$ cat src/hw/rtl/vfrc_pkg.sv
// Shared types and constants for the volume fade ramp controller.
// Used by vfrc_div and volume_fade_ramp_controller_top; no dependencies.
package vfrc_pkg;

    // Fixed point format of all volumes
    localparam int VOLUME_FRAC_BITS = 15;
    localparam int FULL_SCALE_INT   = 1 << VOLUME_FRAC_BITS;
    localparam int VOL_W            = 16;
    localparam int VOL_MAX_INT      = (1 << VOL_W) - 1;
    localparam int FULL_FIT_INT     = (FULL_SCALE_INT > VOL_MAX_INT) ? VOL_MAX_INT
                                                                      : FULL_SCALE_INT;

    // Elapsed counter and arithmetic widths
    localparam int ELAPSED_W = 17;
    localparam int DUR_W     = 16;
    localparam int PROD_W    = ELAPSED_W + VOL_W;
    localparam int DIV_CNT_W = $clog2(PROD_W);

    localparam logic [ELAPSED_W-1:0] ELAPSED_MAX = {ELAPSED_W{1'b1}};
    localparam logic [PROD_W-1:0]    FULL_SCALE  = PROD_W'(FULL_SCALE_INT);
    localparam logic [VOL_W-1:0]     FULL_FIT    = VOL_W'(FULL_FIT_INT);
    localparam logic [VOL_W-1:0]     VOL_MAX     = VOL_W'(VOL_MAX_INT);

    // Register reset values
    localparam logic [DUR_W-1:0] DUR_DEFAULT    = 16'd2000;
    localparam logic [VOL_W-1:0] TARGET_DEFAULT = 16'd32768;

    // Operation codes carried in s_tuser
    localparam logic [1:0] OP_TICK  = 2'd0;
    localparam logic [1:0] OP_PLAY  = 2'd1;
    localparam logic [1:0] OP_PAUSE = 2'd2;
    localparam logic [1:0] OP_STOP  = 2'd3;

    // Configuration register indexes
    localparam logic [1:0] CFG_FADE_ENABLE   = 2'd0;
    localparam logic [1:0] CFG_FADE_DURATION = 2'd1;
    localparam logic [1:0] CFG_TARGET_VOLUME = 2'd2;

    // Divider request and response
    typedef struct packed {
        logic              start;
        logic [PROD_W-1:0] dividend;
        logic [DUR_W-1:0]  divisor;
    } div_req_t;

    typedef struct packed {
        logic              done;
        logic [PROD_W-1:0] quotient;
    } div_rsp_t;

endpackage

$ cat src/hw/rtl/vfrc_div.sv
// Serial restoring divider, one quotient bit per cycle.
// Depends on vfrc_pkg for widths and the request/response structs.
module vfrc_div
(
    input  logic               clk,
    input  logic               rst_n,
    input  vfrc_pkg::div_req_t req,
    output vfrc_pkg::div_rsp_t rsp
);

    logic [vfrc_pkg::PROD_W-1:0]    dvd_reg;
    logic [vfrc_pkg::PROD_W-1:0]    dvd_next;
    logic [vfrc_pkg::DUR_W-1:0]     rem_reg;
    logic [vfrc_pkg::DUR_W-1:0]     rem_next;
    logic [vfrc_pkg::DUR_W-1:0]     dsr_reg;
    logic [vfrc_pkg::DIV_CNT_W-1:0] cnt_reg;
    logic                           busy_reg;
    logic                           done_reg;
    logic [vfrc_pkg::DUR_W:0]       trial;
    logic                           q_bit;

    // Shift in the next dividend bit and try a subtract
    always_comb
    begin
        trial    = {rem_reg, dvd_reg[vfrc_pkg::PROD_W-1]};
        q_bit    = (trial >= {1'b0, dsr_reg});
        rem_next = q_bit ? vfrc_pkg::DUR_W'(trial - {1'b0, dsr_reg})
                         : trial[vfrc_pkg::DUR_W-1:0];
        dvd_next = {dvd_reg[vfrc_pkg::PROD_W-2:0], q_bit};
    end

    // Control: load on start, step while busy, pulse done after the last step
    always_ff @(posedge clk or negedge rst_n)
    begin
        if (!rst_n)
        begin
            busy_reg <= 1'b0;
            done_reg <= 1'b0;
            cnt_reg  <= '0;
        end
        else if (req.start)
        begin
            busy_reg <= 1'b1;
            done_reg <= 1'b0;
            cnt_reg  <= '0;
        end
        else if (busy_reg)
        begin
            cnt_reg <= cnt_reg + 1'b1;
            if (cnt_reg == vfrc_pkg::DIV_CNT_W'(vfrc_pkg::PROD_W - 1))
            begin
                busy_reg <= 1'b0;
                done_reg <= 1'b1;
            end
        end
        else
        begin
            done_reg <= 1'b0;
        end
    end

    // Datapath: dividend register turns into the quotient
    always_ff @(posedge clk)
    begin
        if (req.start)
        begin
            dvd_reg <= req.dividend;
            rem_reg <= '0;
            dsr_reg <= req.divisor;
        end
        else if (busy_reg)
        begin
            dvd_reg <= dvd_next;
            rem_reg <= rem_next;
        end
    end

    assign rsp.done     = done_reg;
    assign rsp.quotient = dvd_reg;

endmodule

$ cat src/hw/rtl/volume_fade_ramp_controller_top.sv
// Volume fade ramp controller: one result item per input item.
// Commands, plain ticks, ramp-end ticks and fade-out ticks that reach zero: result
// registered in the cycle after accept. Other ramp ticks run a multiply, 33 divider steps
// and an output load through the serial divider; no new item is taken until that is done.
// Asynchronous active-low reset loads register defaults and full-scale volume.
// Depends on vfrc_pkg and vfrc_div.
module volume_fade_ramp_controller_top
(
    input  logic        clk,
    input  logic        rst_n,
    // configuration write channel
    input  logic        cfg_valid,
    output logic        cfg_ready,
    input  logic [1:0]  cfg_index,
    input  logic [15:0] cfg_data,
    // input items
    input  logic        s_tvalid,
    output logic        s_tready,
    input  logic [15:0] s_tdata,   // [15:0] elapse_ms
    input  logic [1:0]  s_tuser,   // [1:0] operation
    // result items
    output logic        m_tvalid,
    input  logic        m_tready,
    output logic [23:0] m_tdata,   // [15:0] volume, [16] start_play, [17] stop_stream,
                                   // [18] rewind_stream, [19] fading, [23:20] zero
    output logic [0:0]  m_tuser    // [0] volume_written
);

    localparam logic [1:0] ST_IDLE = 2'd0;
    localparam logic [1:0] ST_MUL  = 2'd1;
    localparam logic [1:0] ST_DIV  = 2'd2;

    // configuration
    logic                            fade_enable_reg;
    logic [vfrc_pkg::DUR_W-1:0]      fade_duration_reg;
    logic [vfrc_pkg::VOL_W-1:0]      target_volume_reg;

    // controller state
    logic [1:0]                      state_reg, state_next;
    logic [1:0]                      pending_reg, pending_next;
    logic [vfrc_pkg::ELAPSED_W-1:0]  elapsed_reg, elapsed_next;
    logic [vfrc_pkg::VOL_W-1:0]      fade_start_reg, fade_start_next;
    logic [vfrc_pkg::VOL_W-1:0]      cur_vol_reg, cur_vol_next;
    logic                            ramp_up_reg, ramp_up_next;
    logic [vfrc_pkg::ELAPSED_W-1:0]  mul_a_reg, mul_a_next;
    logic [vfrc_pkg::VOL_W-1:0]      mul_b_reg, mul_b_next;

    // output slot
    logic                            out_valid_reg, out_valid_next;
    logic [vfrc_pkg::VOL_W-1:0]      out_vol_reg, out_vol_next;
    logic                            out_wr_reg, out_wr_next;
    logic                            out_play_reg, out_play_next;
    logic                            out_stop_reg, out_stop_next;
    logic                            out_rew_reg, out_rew_next;
    logic                            out_fading_reg, out_fading_next;

    // working signals
    logic                            in_accept;
    logic                            go_mul;
    logic [vfrc_pkg::DUR_W-1:0]      dur;
    logic [vfrc_pkg::ELAPSED_W:0]    elapsed_sum;
    logic [vfrc_pkg::ELAPSED_W-1:0]  elapsed_adv;
    logic                            in_window;
    logic [vfrc_pkg::VOL_W-1:0]      start_vol;
    logic [vfrc_pkg::PROD_W-1:0]     q_clip;
    logic [vfrc_pkg::VOL_W-1:0]      vol_fit;

    vfrc_pkg::div_req_t              div_req;
    vfrc_pkg::div_rsp_t              div_rsp;

    vfrc_div u_div
    (
        .clk   (clk),
        .rst_n (rst_n),
        .req   (div_req),
        .rsp   (div_rsp)
    );

    assign cfg_ready = 1'b1;
    assign s_tready  = (state_reg == ST_IDLE) && (!out_valid_reg || m_tready);
    assign in_accept = s_tvalid && s_tready;

    assign m_tvalid  = out_valid_reg;
    assign m_tdata   = {4'b0000, out_fading_reg, out_rew_reg, out_stop_reg,
                        out_play_reg, out_vol_reg};
    assign m_tuser   = out_wr_reg;

    // Effective duration, elapsed advance and captured start volume
    always_comb
    begin
        dur         = (fade_duration_reg == '0) ? vfrc_pkg::DUR_W'(1) : fade_duration_reg;
        elapsed_sum = {1'b0, elapsed_reg} + (vfrc_pkg::ELAPSED_W + 1)'(s_tdata);
        elapsed_adv = (elapsed_sum > {1'b0, vfrc_pkg::ELAPSED_MAX})
                    ? vfrc_pkg::ELAPSED_MAX : elapsed_sum[vfrc_pkg::ELAPSED_W-1:0];
        in_window   = (elapsed_reg <= vfrc_pkg::ELAPSED_W'(dur));
        start_vol   = (elapsed_reg == '0) ? cur_vol_reg : fade_start_reg;
    end

    // Clip a ramp-up quotient at full scale and fit the quotient to 16 bits
    always_comb
    begin
        q_clip  = (ramp_up_reg && (div_rsp.quotient > vfrc_pkg::FULL_SCALE))
                ? vfrc_pkg::FULL_SCALE : div_rsp.quotient;
        vol_fit = (q_clip > vfrc_pkg::PROD_W'(vfrc_pkg::VOL_MAX))
                ? vfrc_pkg::VOL_MAX : q_clip[vfrc_pkg::VOL_W-1:0];
    end

    // Sequencer and item decode
    always_comb
    begin
        state_next      = state_reg;
        pending_next    = pending_reg;
        elapsed_next    = elapsed_reg;
        fade_start_next = fade_start_reg;
        cur_vol_next    = cur_vol_reg;
        ramp_up_next    = ramp_up_reg;
        mul_a_next      = mul_a_reg;
        mul_b_next      = mul_b_reg;
        out_vol_next    = out_vol_reg;
        out_wr_next     = out_wr_reg;
        out_play_next   = out_play_reg;
        out_stop_next   = out_stop_reg;
        out_rew_next    = out_rew_reg;
        out_fading_next = out_fading_reg;
        out_valid_next  = out_valid_reg && !m_tready;
        go_mul          = 1'b0;
        div_req.start    = 1'b0;
        div_req.dividend = vfrc_pkg::PROD_W'(mul_a_reg) * vfrc_pkg::PROD_W'(mul_b_reg);
        div_req.divisor  = dur;

        unique case (state_reg)
            ST_IDLE:
            begin
                if (in_accept)
                begin
                    out_vol_next  = '0;
                    out_wr_next   = 1'b0;
                    out_play_next = 1'b0;
                    out_stop_next = 1'b0;
                    out_rew_next  = 1'b0;
                    case (s_tuser)
                        vfrc_pkg::OP_TICK:
                        begin
                            if (pending_reg != vfrc_pkg::OP_TICK)
                            begin
                                if (fade_enable_reg)
                                begin
                                    if (pending_reg == vfrc_pkg::OP_PLAY)
                                    begin
                                        if (in_window)
                                        begin
                                            // Ramp up: elapsed * target / dur
                                            out_play_next = (elapsed_reg == '0);
                                            out_wr_next   = 1'b1;
                                            elapsed_next  = elapsed_adv;
                                            mul_a_next    = elapsed_adv;
                                            mul_b_next    = target_volume_reg;
                                            ramp_up_next  = 1'b1;
                                            go_mul        = 1'b1;
                                        end
                                        else
                                        begin
                                            elapsed_next = '0;
                                            pending_next = vfrc_pkg::OP_TICK;
                                        end
                                    end
                                    else
                                    begin
                                        fade_start_next = start_vol;
                                        if (in_window)
                                        begin
                                            elapsed_next = elapsed_adv;
                                            out_wr_next  = 1'b1;
                                            if (elapsed_adv < vfrc_pkg::ELAPSED_W'(dur))
                                            begin
                                                // Ramp down: start * (dur - elapsed) / dur
                                                mul_a_next   = vfrc_pkg::ELAPSED_W'(
                                                    dur - elapsed_adv[vfrc_pkg::DUR_W-1:0]);
                                                mul_b_next   = start_vol;
                                                ramp_up_next = 1'b0;
                                                go_mul       = 1'b1;
                                            end
                                            else
                                            begin
                                                cur_vol_next = '0;
                                            end
                                        end
                                        else
                                        begin
                                            // Ramp over: halt the stream
                                            out_stop_next = 1'b1;
                                            out_rew_next  = (pending_reg == vfrc_pkg::OP_STOP);
                                            elapsed_next  = '0;
                                            pending_next  = vfrc_pkg::OP_TICK;
                                        end
                                    end
                                end
                                else
                                begin
                                    // Fading off: reissue the raw action
                                    out_play_next = (pending_reg == vfrc_pkg::OP_PLAY);
                                    out_stop_next = (pending_reg != vfrc_pkg::OP_PLAY);
                                    out_rew_next  = (pending_reg == vfrc_pkg::OP_STOP);
                                end
                            end
                        end
                        default:
                        begin
                            pending_next = s_tuser;
                            elapsed_next = '0;
                        end
                    endcase
                    out_fading_next = (pending_next != vfrc_pkg::OP_TICK);
                    if (go_mul)
                    begin
                        state_next = ST_MUL;
                    end
                    else
                    begin
                        out_valid_next = 1'b1;
                    end
                end
            end
            ST_MUL:
            begin
                // Multiply straight into the divider load
                div_req.start = 1'b1;
                state_next    = ST_DIV;
            end
            ST_DIV:
            begin
                if (div_rsp.done)
                begin
                    out_vol_next   = vol_fit;
                    cur_vol_next   = vol_fit;
                    out_valid_next = 1'b1;
                    state_next     = ST_IDLE;
                end
            end
            default:
            begin
                state_next = ST_IDLE;
            end
        endcase
    end

    // Configuration registers
    always_ff @(posedge clk or negedge rst_n)
    begin
        if (!rst_n)
        begin
            fade_enable_reg   <= 1'b1;
            fade_duration_reg <= vfrc_pkg::DUR_DEFAULT;
            target_volume_reg <= vfrc_pkg::TARGET_DEFAULT;
        end
        else if (cfg_valid && cfg_ready)
        begin
            unique case (cfg_index)
                vfrc_pkg::CFG_FADE_ENABLE:   fade_enable_reg   <= cfg_data[0];
                vfrc_pkg::CFG_FADE_DURATION: fade_duration_reg <= cfg_data;
                vfrc_pkg::CFG_TARGET_VOLUME: target_volume_reg <= cfg_data;
                default:
                begin
                end
            endcase
        end
    end

    // Control and fade state
    always_ff @(posedge clk or negedge rst_n)
    begin
        if (!rst_n)
        begin
            state_reg      <= ST_IDLE;
            pending_reg    <= vfrc_pkg::OP_TICK;
            elapsed_reg    <= '0;
            fade_start_reg <= vfrc_pkg::FULL_FIT;
            cur_vol_reg    <= vfrc_pkg::FULL_FIT;
            out_valid_reg  <= 1'b0;
        end
        else
        begin
            state_reg      <= state_next;
            pending_reg    <= pending_next;
            elapsed_reg    <= elapsed_next;
            fade_start_reg <= fade_start_next;
            cur_vol_reg    <= cur_vol_next;
            out_valid_reg  <= out_valid_next;
        end
    end

    // Operands and result payload
    always_ff @(posedge clk)
    begin
        ramp_up_reg    <= ramp_up_next;
        mul_a_reg      <= mul_a_next;
        mul_b_reg      <= mul_b_next;
        out_vol_reg    <= out_vol_next;
        out_wr_reg     <= out_wr_next;
        out_play_reg   <= out_play_next;
        out_stop_reg   <= out_stop_next;
        out_rew_reg    <= out_rew_next;
        out_fading_reg <= out_fading_next;
    end

    // The divider finishes only while the sequencer waits for it
    assert property (@(posedge clk) disable iff (!rst_n)
        div_rsp.done |-> (state_reg == ST_DIV))
        else $error("divider done outside the divide wait");

    // The output slot is empty while a ramp item is computed
    assert property (@(posedge clk) disable iff (!rst_n)
        (state_reg == ST_MUL || state_reg == ST_DIV) |-> !out_valid_reg)
        else $error("result slot occupied during a ramp computation");

    // A held result reports the pending command that is in effect
    assert property (@(posedge clk) disable iff (!rst_n)
        out_valid_reg |-> (out_fading_reg == (pending_reg != vfrc_pkg::OP_TICK)))
        else $error("fading flag disagrees with the pending command");

    // A written volume never exceeds full scale
    assert property (@(posedge clk) disable iff (!rst_n)
        (out_valid_reg && out_wr_reg) |-> (out_vol_reg <= vfrc_pkg::FULL_FIT))
        else $error("volume above full scale");

endmodule
$ cat config.mk
export PLATFORM = sky130hd
export DESIGN_NAME = volume_fade_ramp_controller_top
export DESIGN_NICKNAME = d
export VERILOG_FILES = /design/src/hw/rtl/vfrc_pkg.sv /design/src/hw/rtl/vfrc_div.sv /design/src/hw/rtl/volume_fade_ramp_controller_top.sv
export SDC_FILE = /design/constraint.sdc
export NUM_CORES = 1
export LEC_CHECK = 0
export ABC_CLOCK_PERIOD_IN_PS = 11600
export BUFFER_PORTS_ARGS = -buffer_cell sky130_fd_sc_hd__buf_2
export CAP_MARGIN = 15
export CORE_MARGIN = 1
export CORE_UTILIZATION = 35
export DETAILED_ROUTE_END_ITERATION = 6
export PLACE_DENSITY_LB_ADDON = 0.15
export SLEW_MARGIN = 40
export SYNTH_ARGS = -nofsm -noshare
export SYNTH_HDL_FRONTEND = slang
export SYNTH_HIERARCHICAL = 1
export SYNTH_SLANG_ARGS = --single-unit
$ cat constraint.sdc
create_clock -name clk -period 11.6 [get_ports clk]
set_input_delay 0.58 -clock clk [delete_from_list [all_inputs] [get_ports clk]]
set_output_delay 0.58 -clock clk [all_outputs]
set_load 0.05 [all_outputs]
==> out/metrics.cfg, run 1 <==
[outcome]
status = completed

[yosys]
synth.distinct_cells = 89
syn-cell-area_mm2 = 0.0209
syn_avg_cell_area_um2 = 9.77
async_flop_share_pct = 44.2
synth_edf_count = 104
seq_area_frac_synth_pct = 27.9
syn_inst = 2144
synth_ff_type = edfxtp_1
yosys_warnings = 6
synth-seq-cells = 215

[clock_tree]
postCtsSetupBuffers = 0
post_cts_resize_count = 0
cts_root_buf = clkbuf_16
numCtsBuffers = 25
htree_levels = 1
clock_path_buffers = 3
clk_pin_slew_ns = 0.06
holdBufCountCts = 1
cts.sinks = 215
clock_latency_ns = 0.56
cts_tree = built

[setup_path]
critPathKind = reg2reg
cp.arrival_ns = 7.58
crit_fanout = 17
start_kind = flop
reg2reg_to = u_div/dvd_reg[31]
rrSetupSlack_ns = 4.30
worstReg2RegStart = mul_b_reg[3]
cp-end-kind = flop
required_ns = 11.88
ff2ff_path_depth = 21

[cells_and_area]
finalNetCount = 2593
nFillCells = 5941
seqCellArea_mm2 = 0.00583
n_antenna_cell = 0
final_area_mm2 = 0.0228
multi_input_area_mm2 = 0.0135
largest_reg_flops = 33
finish.utilization_pct = 38.6
layout-drive-gt1-share_pct = 11.8
syn2layout_area_growth_pct = 8.73

[global_routing]
grt_pass1_wl_mm = 88.7
antenna_found_initial = 1
grt_usage_pct = 18.8
grt_pass1_vias = 15640
grt_max_degree = 62
grt_overflow = 0

[routing]
drt_iter0_drc = 812
drt_first_pass_iters = 5
postRouteAntennaNets = 0
finalWirelength_mm = 55.4
drc_errors = 0
wl_per_cell_um = 18.8
vias = 15036
drt-vias-per-instance = 5.10

[placed_design]
place_congestion = 0.878
dp_hpwl_mm = 43.7
placed_cell_area_mm2 = 0.0219
portBuffers = 63

[sta]
whs_ns = 0.306
maxSlewHeadroom_pct = 45.7
setup_violations = 0
clock_skew_ns = 0.0271
fin_tns_setup_ns = 0
post-route-period-util_pct = 62.9
rsz0062_at_grt = false
tightest_slew_ns = 0.806
final-hold-violation-count = 0
period_needed_ns = 7.30
fmax_mhz = 137
timing.final.max_slew_violations = 0

[pwr]
power_leakage_nw = 10.6
switching_power_w = 0.00298
intPower_w = 0.00321
swShare_pct = 48.1
power.density_mw_per_mm2 = 272
seqPwrFrac_pct = 20.1
pwr-share-comb_pct = 67.0
irDropWorstVdd_mv = 0.191
clockPowerShare_pct = 12.8
power_w = 0.00620

[floorplanning]
coreArea_mm2 = 0.0590
row_count = 89
num_io_pins = 69
die_w_um = 247
start_util_pct = 35.5
die_h_um = 247
die_area_mm2 = 0.0608

[hold_path]
hold_end = fade_duration_reg[4]
min_path_cells = 2
hold_path_class = in2reg
hp-start = cfg_data[4]

[flow_run]
maxCapViolCount = 0

[stage by stage]
stage | setup WS [ns] | std cells
after floorplan | 5.09 | 2147
after global placement | 4.39 | 2894
after detailed placement | 4.34 | 2896
after CTS | 4.29 | 2943
after global routing | 4.00 | 2946
final | 4.30 | 2946
[final cells by class]
class / instances / area share [%]
sequential: 215 / 25.6
tap: 773 / 4.25
clock inverter: 15 / 0.610
inverter: 303 / 5.00
timing repair buffer: 80 / 2.05
clock buffer: 31 / 2.98
multi-input combinational: 1529 / 59.5
[critical path: stages, from the launching register on]
cell and delay, ns:
edfxtp_1 0.79, nand2_1 0.19, fa_1 0.57, inv_1 0.05, fa_1 0.47, inv_1 0.06
fa_1 0.50, inv_1 0.05, fa_1 0.47, inv_1 0.05, fa_1 0.53, inv_1 0.05
fa_1 0.48, ha_1 0.39, a21oi_1 0.21, a21oi_1 0.09, a211oi_1 0.65, a31oi_1 0.33
a221o_1 0.38, o41ai_1 0.32, xnor2_1 0.11, mux2_2 0.27
[synthesized netlist by cell type (7+ instances only)]
master    count  area share (%)
xor2_1       18            0.75
nand3_1      19            0.45
inv_1       303             5.4
nand2b_1     21            0.63
clkbuf_1     80             1.4
a21o_1       24            0.86
nor2_1      113             2.0
mux2_2       87             4.7
edfxtp_1    104              15
and2_1       94             2.8
o21ai_1       9            0.22
a211oi_1     15            0.54
a21oi_1      68             1.6
nand2_1     286             5.1
fa_1        211              20
o21a_1       15            0.54
buf_4        11            0.39
nor2b_1      10            0.30
dfxtp_1      16             1.5
dfstp_2      10             1.3
nor4_1       16            0.48
mux2i_1      26             1.2
xnor2_1      44             1.8
a31oi_1       7            0.21
o21ai_0      95             2.3
ha_1        187              11
nor3_1       19            0.45
o21bai_1      8            0.29
dfrtp_1      85              10
mux2_4       10            0.72
nand4_1      16            0.48
[power by group through the flow]
stage / logic (W) / clock network (W) / registers [W]
after floorplan: 0.00306 / 0 / 0.00123
after global placement: 0.00410 / 0 / 0.00126
after detailed placement: 0.00413 / 0 / 0.00126
after CTS: 0.00417 / 0.000821 / 0.00125
after global routing: 0.00470 / 0.000849 / 0.00127
final: 0.00415 / 0.000796 / 0.00125
[kinds of logic after synthesis]
family                   count (synthesis)  share of synthesized area [%]
AND/OR/NAND/NOR                        634                           14.2
XOR/XNOR                                62                           2.59
multiplexers                           123                           6.64
adder cells (fa/ha/maj)                398                           31.3
AO/OA/AOI/OAI                          307                           9.66
flip-flops                             215                           27.9
buffers and inverters                  403                           7.64
other                                    2                         0.0359
[worst max path at each step]
stage / startpoint / to / slack [ns] / depth (start not counted)
global route: mul_b_reg[3] / u_div/dvd_reg[31] / 4.00 / 21
detailed placement: mul_b_reg[3] / u_div/dvd_reg[31] / 4.34 / 21
finish: mul_b_reg[3] / u_div/dvd_reg[31] / 4.30 / 21
floorplan: mul_b_reg[6] / u_div/dvd_reg[23] / 5.09 / 24
CTS: mul_b_reg[3] / u_div/dvd_reg[23] / 4.29 / 22
global placement: mul_b_reg[4] / u_div/dvd_reg[23] / 4.39 / 22
[placed cells by master, fill, tap and decap left out, types with 67 or more instances in the layout]
master,n
nand2_1,286
edfxtp_1,104
dfrtp_1,85
and2_1,94
ha_1,187
inv_1,303
fa_1,211
o21ai_0,95
a21oi_1,67
mux2_2,87
nor2_1,113
[routing by layer]
layer / part of all wire, % / GRT usage, %
met5: 0 / 0
met4: 2.2 / 4.61
met3: 3.8 / 1.59
met2: 47 / 30.8
met1: 47 / 26.8
Power figures use the tool's default switching activity.
==> inputs of run 2 (changes only) <==
ABC_CLOCK_PERIOD_IN_PS = 7500   (was 11600)
clock period = 7.5 ns   (was 11.6 ns; I/O delays follow)
==> out/metrics.cfg, run 2 (same netlist as run 1, synthesis figures left out) <==
[cells_and_area]
layout-drive-gt1-share_pct = 12.8  ; was 11.8%
finalNetCount = 2615  ; was 2593
mostFrequentLayoutCell = inv_1  ; unchanged
fin_cells = 2969  ; was 2946
mostFrequentLayoutCells = 303 x inv_1, 286 x nand2_1, 211 x fa_1  ; unchanged
syn2layout_area_growth_pct = 9.82  ; was 8.73%
largest_reg_flops = 33  ; unchanged

[pwr]
power_w = 0.00963  ; was 0.00620 W
power.density_mw_per_mm2 = 419  ; was 272 mW/mm2
irDropWorstVdd_mv = 0.374  ; was 0.191 mV
power_leakage_nw = 10.7  ; was 10.6 nW

[global_routing]
grt_pass1_wl_mm = 87.8  ; was 88.7 mm
grt_overflow = 0  ; unchanged
antenna_found_initial = 2  ; was 1
grt_usage_pct = 18.6  ; was 18.8%
grt_max_degree = 67  ; was 62
grt_pass1_vias = 15646  ; was 15640

[setup_path]
critPathTopFamily = adder cells  ; unchanged
worstReg2RegStart = mul_a_reg[8]  ; was mul_b_reg[3]
ff2ff_path_depth = 23  ; was 21
path_cells = nand2_1 -> fa_1 -> inv_1 -> fa_1 -> inv_1 -> fa_1 -> inv_1 -> fa_1 -> inv_1 -> fa_1 -> inv_1 -> fa_1 -> ha_1 -> a21oi_1 -> a21oi_1 -> a211oi_1 -> buf_4 -> nand3b_1 -> a211oi_1 -> nor3_1 -> a2111oi_0 -> nor2_1 -> mux2_2  ; was nand2_1 -> fa_1 -> inv_1 -> fa_1 -> inv_1 -> fa_1 -> inv_1 -> fa_1 -> inv_1 -> fa_1 -> inv_1 -> fa_1 -> ha_1 -> a21oi_1 -> a21oi_1 -> a211oi_1 -> a31oi_1 -> a221o_1 -> o41ai_1 -> xnor2_1 -> mux2_2
reg2reg_to = u_div/dvd_reg[23]  ; was u_div/dvd_reg[31]
cpMaxStageDelayCell = edfxtp_1  ; unchanged
cp_common_cell = fa_1  ; unchanged
cp-end-kind = flop  ; unchanged
slowest_delay_ns = 0.79  ; about the same
required_ns = 7.79  ; was 11.88 ns
crit_fanout = 16  ; was 17
cp.arrival_ns = 7.21  ; was 7.58 ns
start_kind = flop  ; unchanged
critPathKind = reg2reg  ; unchanged
rrSetupSlack_ns = 0.57  ; was 4.30 ns
path_buf_inv = 6  ; was 5

[clock_tree]
cts_tree = built  ; unchanged
htree_levels = 1  ; unchanged
postCtsSetupBuffers = 0  ; unchanged
cts_root_buf = clkbuf_16  ; unchanged
clk_pin_slew_ns = 0.06  ; about the same
numCtsBuffers = 25  ; unchanged
cts.sinks = 215  ; unchanged
clock_path_buffers = 3  ; unchanged
clock_latency_ns = 0.56  ; about the same
post_cts_resize_count = 0  ; unchanged

[routing]
drt_first_pass_iters = 5  ; unchanged
wl_met2_mm = 25.3  ; was 25.8 mm
drt-vias-per-instance = 5.05  ; was 5.10
drc_errors = 0  ; unchanged
vias = 15007  ; was 15036
drt-met1-wl_mm = 26.4  ; was 26.3 mm
drt_iter0_drc = 742  ; was 812
finalWirelength_mm = 54.8  ; was 55.4 mm
highest_layer = met4  ; unchanged
postRouteAntennaNets = 0  ; unchanged
wl_met3_mm = 1.70  ; was 2.13 mm
wl_per_cell_um = 18.5  ; was 18.8 um

[placed_design]
portBuffers = 63  ; unchanged
place_congestion = 0.887  ; was 0.878
dp.cells = 2918  ; was 2896
dp_hpwl_mm = 43.2  ; was 43.7 mm

[sta]
post-route-period-util_pct = 92.3  ; was 62.9%
setup_violations = 0  ; unchanged
tightest_slew_ns = 0.835  ; was 0.806 ns
maxSlewHeadroom_pct = 44.3  ; was 45.7%
fin_tns_setup_ns = 0  ; unchanged
whs_ns = 0.0878  ; was 0.306 ns
fmax_mhz = 144  ; was 137 MHz
period_needed_ns = 6.93  ; was 7.30 ns
rsz0062_at_grt = false  ; unchanged
final-hold-violation-count = 0  ; unchanged
clock_skew_ns = 0.0335  ; was 0.0271 ns
timing.final.max_slew_violations = 0  ; unchanged

[floorplanning]
row_count = 89  ; unchanged
die_w_um = 247  ; unchanged
coreArea_mm2 = 0.0590  ; unchanged
start_util_pct = 35.5  ; unchanged
die_h_um = 247  ; unchanged
die_area_mm2 = 0.0608  ; unchanged
num_io_pins = 69  ; unchanged

[hold_path]
min_path_cells = 2  ; unchanged
hold_end = target_volume_reg[1]  ; was fade_duration_reg[4]
hold_path_class = in2reg  ; unchanged
hp-start = cfg_data[1]  ; was cfg_data[4]

[flow_run]
maxCapViolCount = 0  ; unchanged

[outcome]
status = completed  ; unchanged

[run 2: cell count changes in the layout (fill, tap and decap cells not counted), moves of 2 or more]
cell / change
clkinv_2: -6
bufinv_16: +2
clkbuf_1: +2
buf_4: +22
clkinv_1: -3
clkbuf_8: +2
clkinvlp_4: +2
[run 2: through the flow]
stage | cell area, um2 | setup WS (ns) | util [%]
after floorplan | 20900 | 0.987 | -
after global placement | 22000 | 0.682 | 37.3
after detailed placement | 22100 | 0.603 | 37.4
after CTS | 23000 | 0.581 | 38.9
after global routing | 23000 | 0.238 | 39.0
final | 23000 | 0.575 | 39.0
[run 2: worst max-delay path by stage]
stage | from | to | slack, ns | cells past startpoint
2_1_floorplan | mul_b_reg[6] | u_div/dvd_reg[23] | 0.99 | 24
3_3_place_gp | mul_b_reg[5] | u_div/dvd_reg[32] | 0.68 | 24
3_5_place_dp | mul_b_reg[5] | u_div/dvd_reg[32] | 0.60 | 24
4_1_cts | mul_b_reg[5] | u_div/dvd_reg[32] | 0.58 | 24
5_1_grt | mul_b_reg[7] | u_div/dvd_reg[32] | 0.24 | 21
6_report | mul_a_reg[8] | u_div/dvd_reg[23] | 0.57 | 23
[run 2: worst reg2reg max path: stages (launching register included)]
cell and delay, ns:
edfxtp_1 0.79, nand2_1 0.17, fa_1 0.53, inv_1 0.05
fa_1 0.54, inv_1 0.06, fa_1 0.51, inv_1 0.05
fa_1 0.47, inv_1 0.05, fa_1 0.53, inv_1 0.05
fa_1 0.47, ha_1 0.38, a21oi_1 0.22, a21oi_1 0.09
a211oi_1 0.23, buf_4 0.18, nand3b_1 0.08, a211oi_1 0.39
nor3_1 0.08, a2111oi_0 0.40, nor2_1 0.07, mux2_2 0.26
[run 2: report_power, final]
group / switching (W) / leakage, nW / internal, W / total [W]
Sequential: 0.000292 / 2.32 / 0.00165 / 0.00194
Clock: 0.000528 / 0.424 / 0.000792 / 0.00132
Combinational: 0.00369 / 7.98 / 0.00268 / 0.00637
[run 2: repair_timing]
item,in CTS,in global routing
endpoints found under the setup margin,0,0
hold endpoints to repair,27,0
hold buffers,1,0
[run 2: per-layer routing]
metal / GRT usage, % / vias to the layer above
met3: 1.35 / 72
met4: 5.46 / 0
met5: 0 / -
li1: - / 7144
met1: 26.3 / 7512
met2: 30.2 / 279
[run 2: area by class of cell]
cell class	count	area, um2
antenna	1	2.50
clock buffer	34	689
sequential	215	5830
clock inverter	12	193
multi-input combinational	1529	13500
inverter	303	1140
timing repair buffer	102	628
fill	5913	36000
tap	773	967
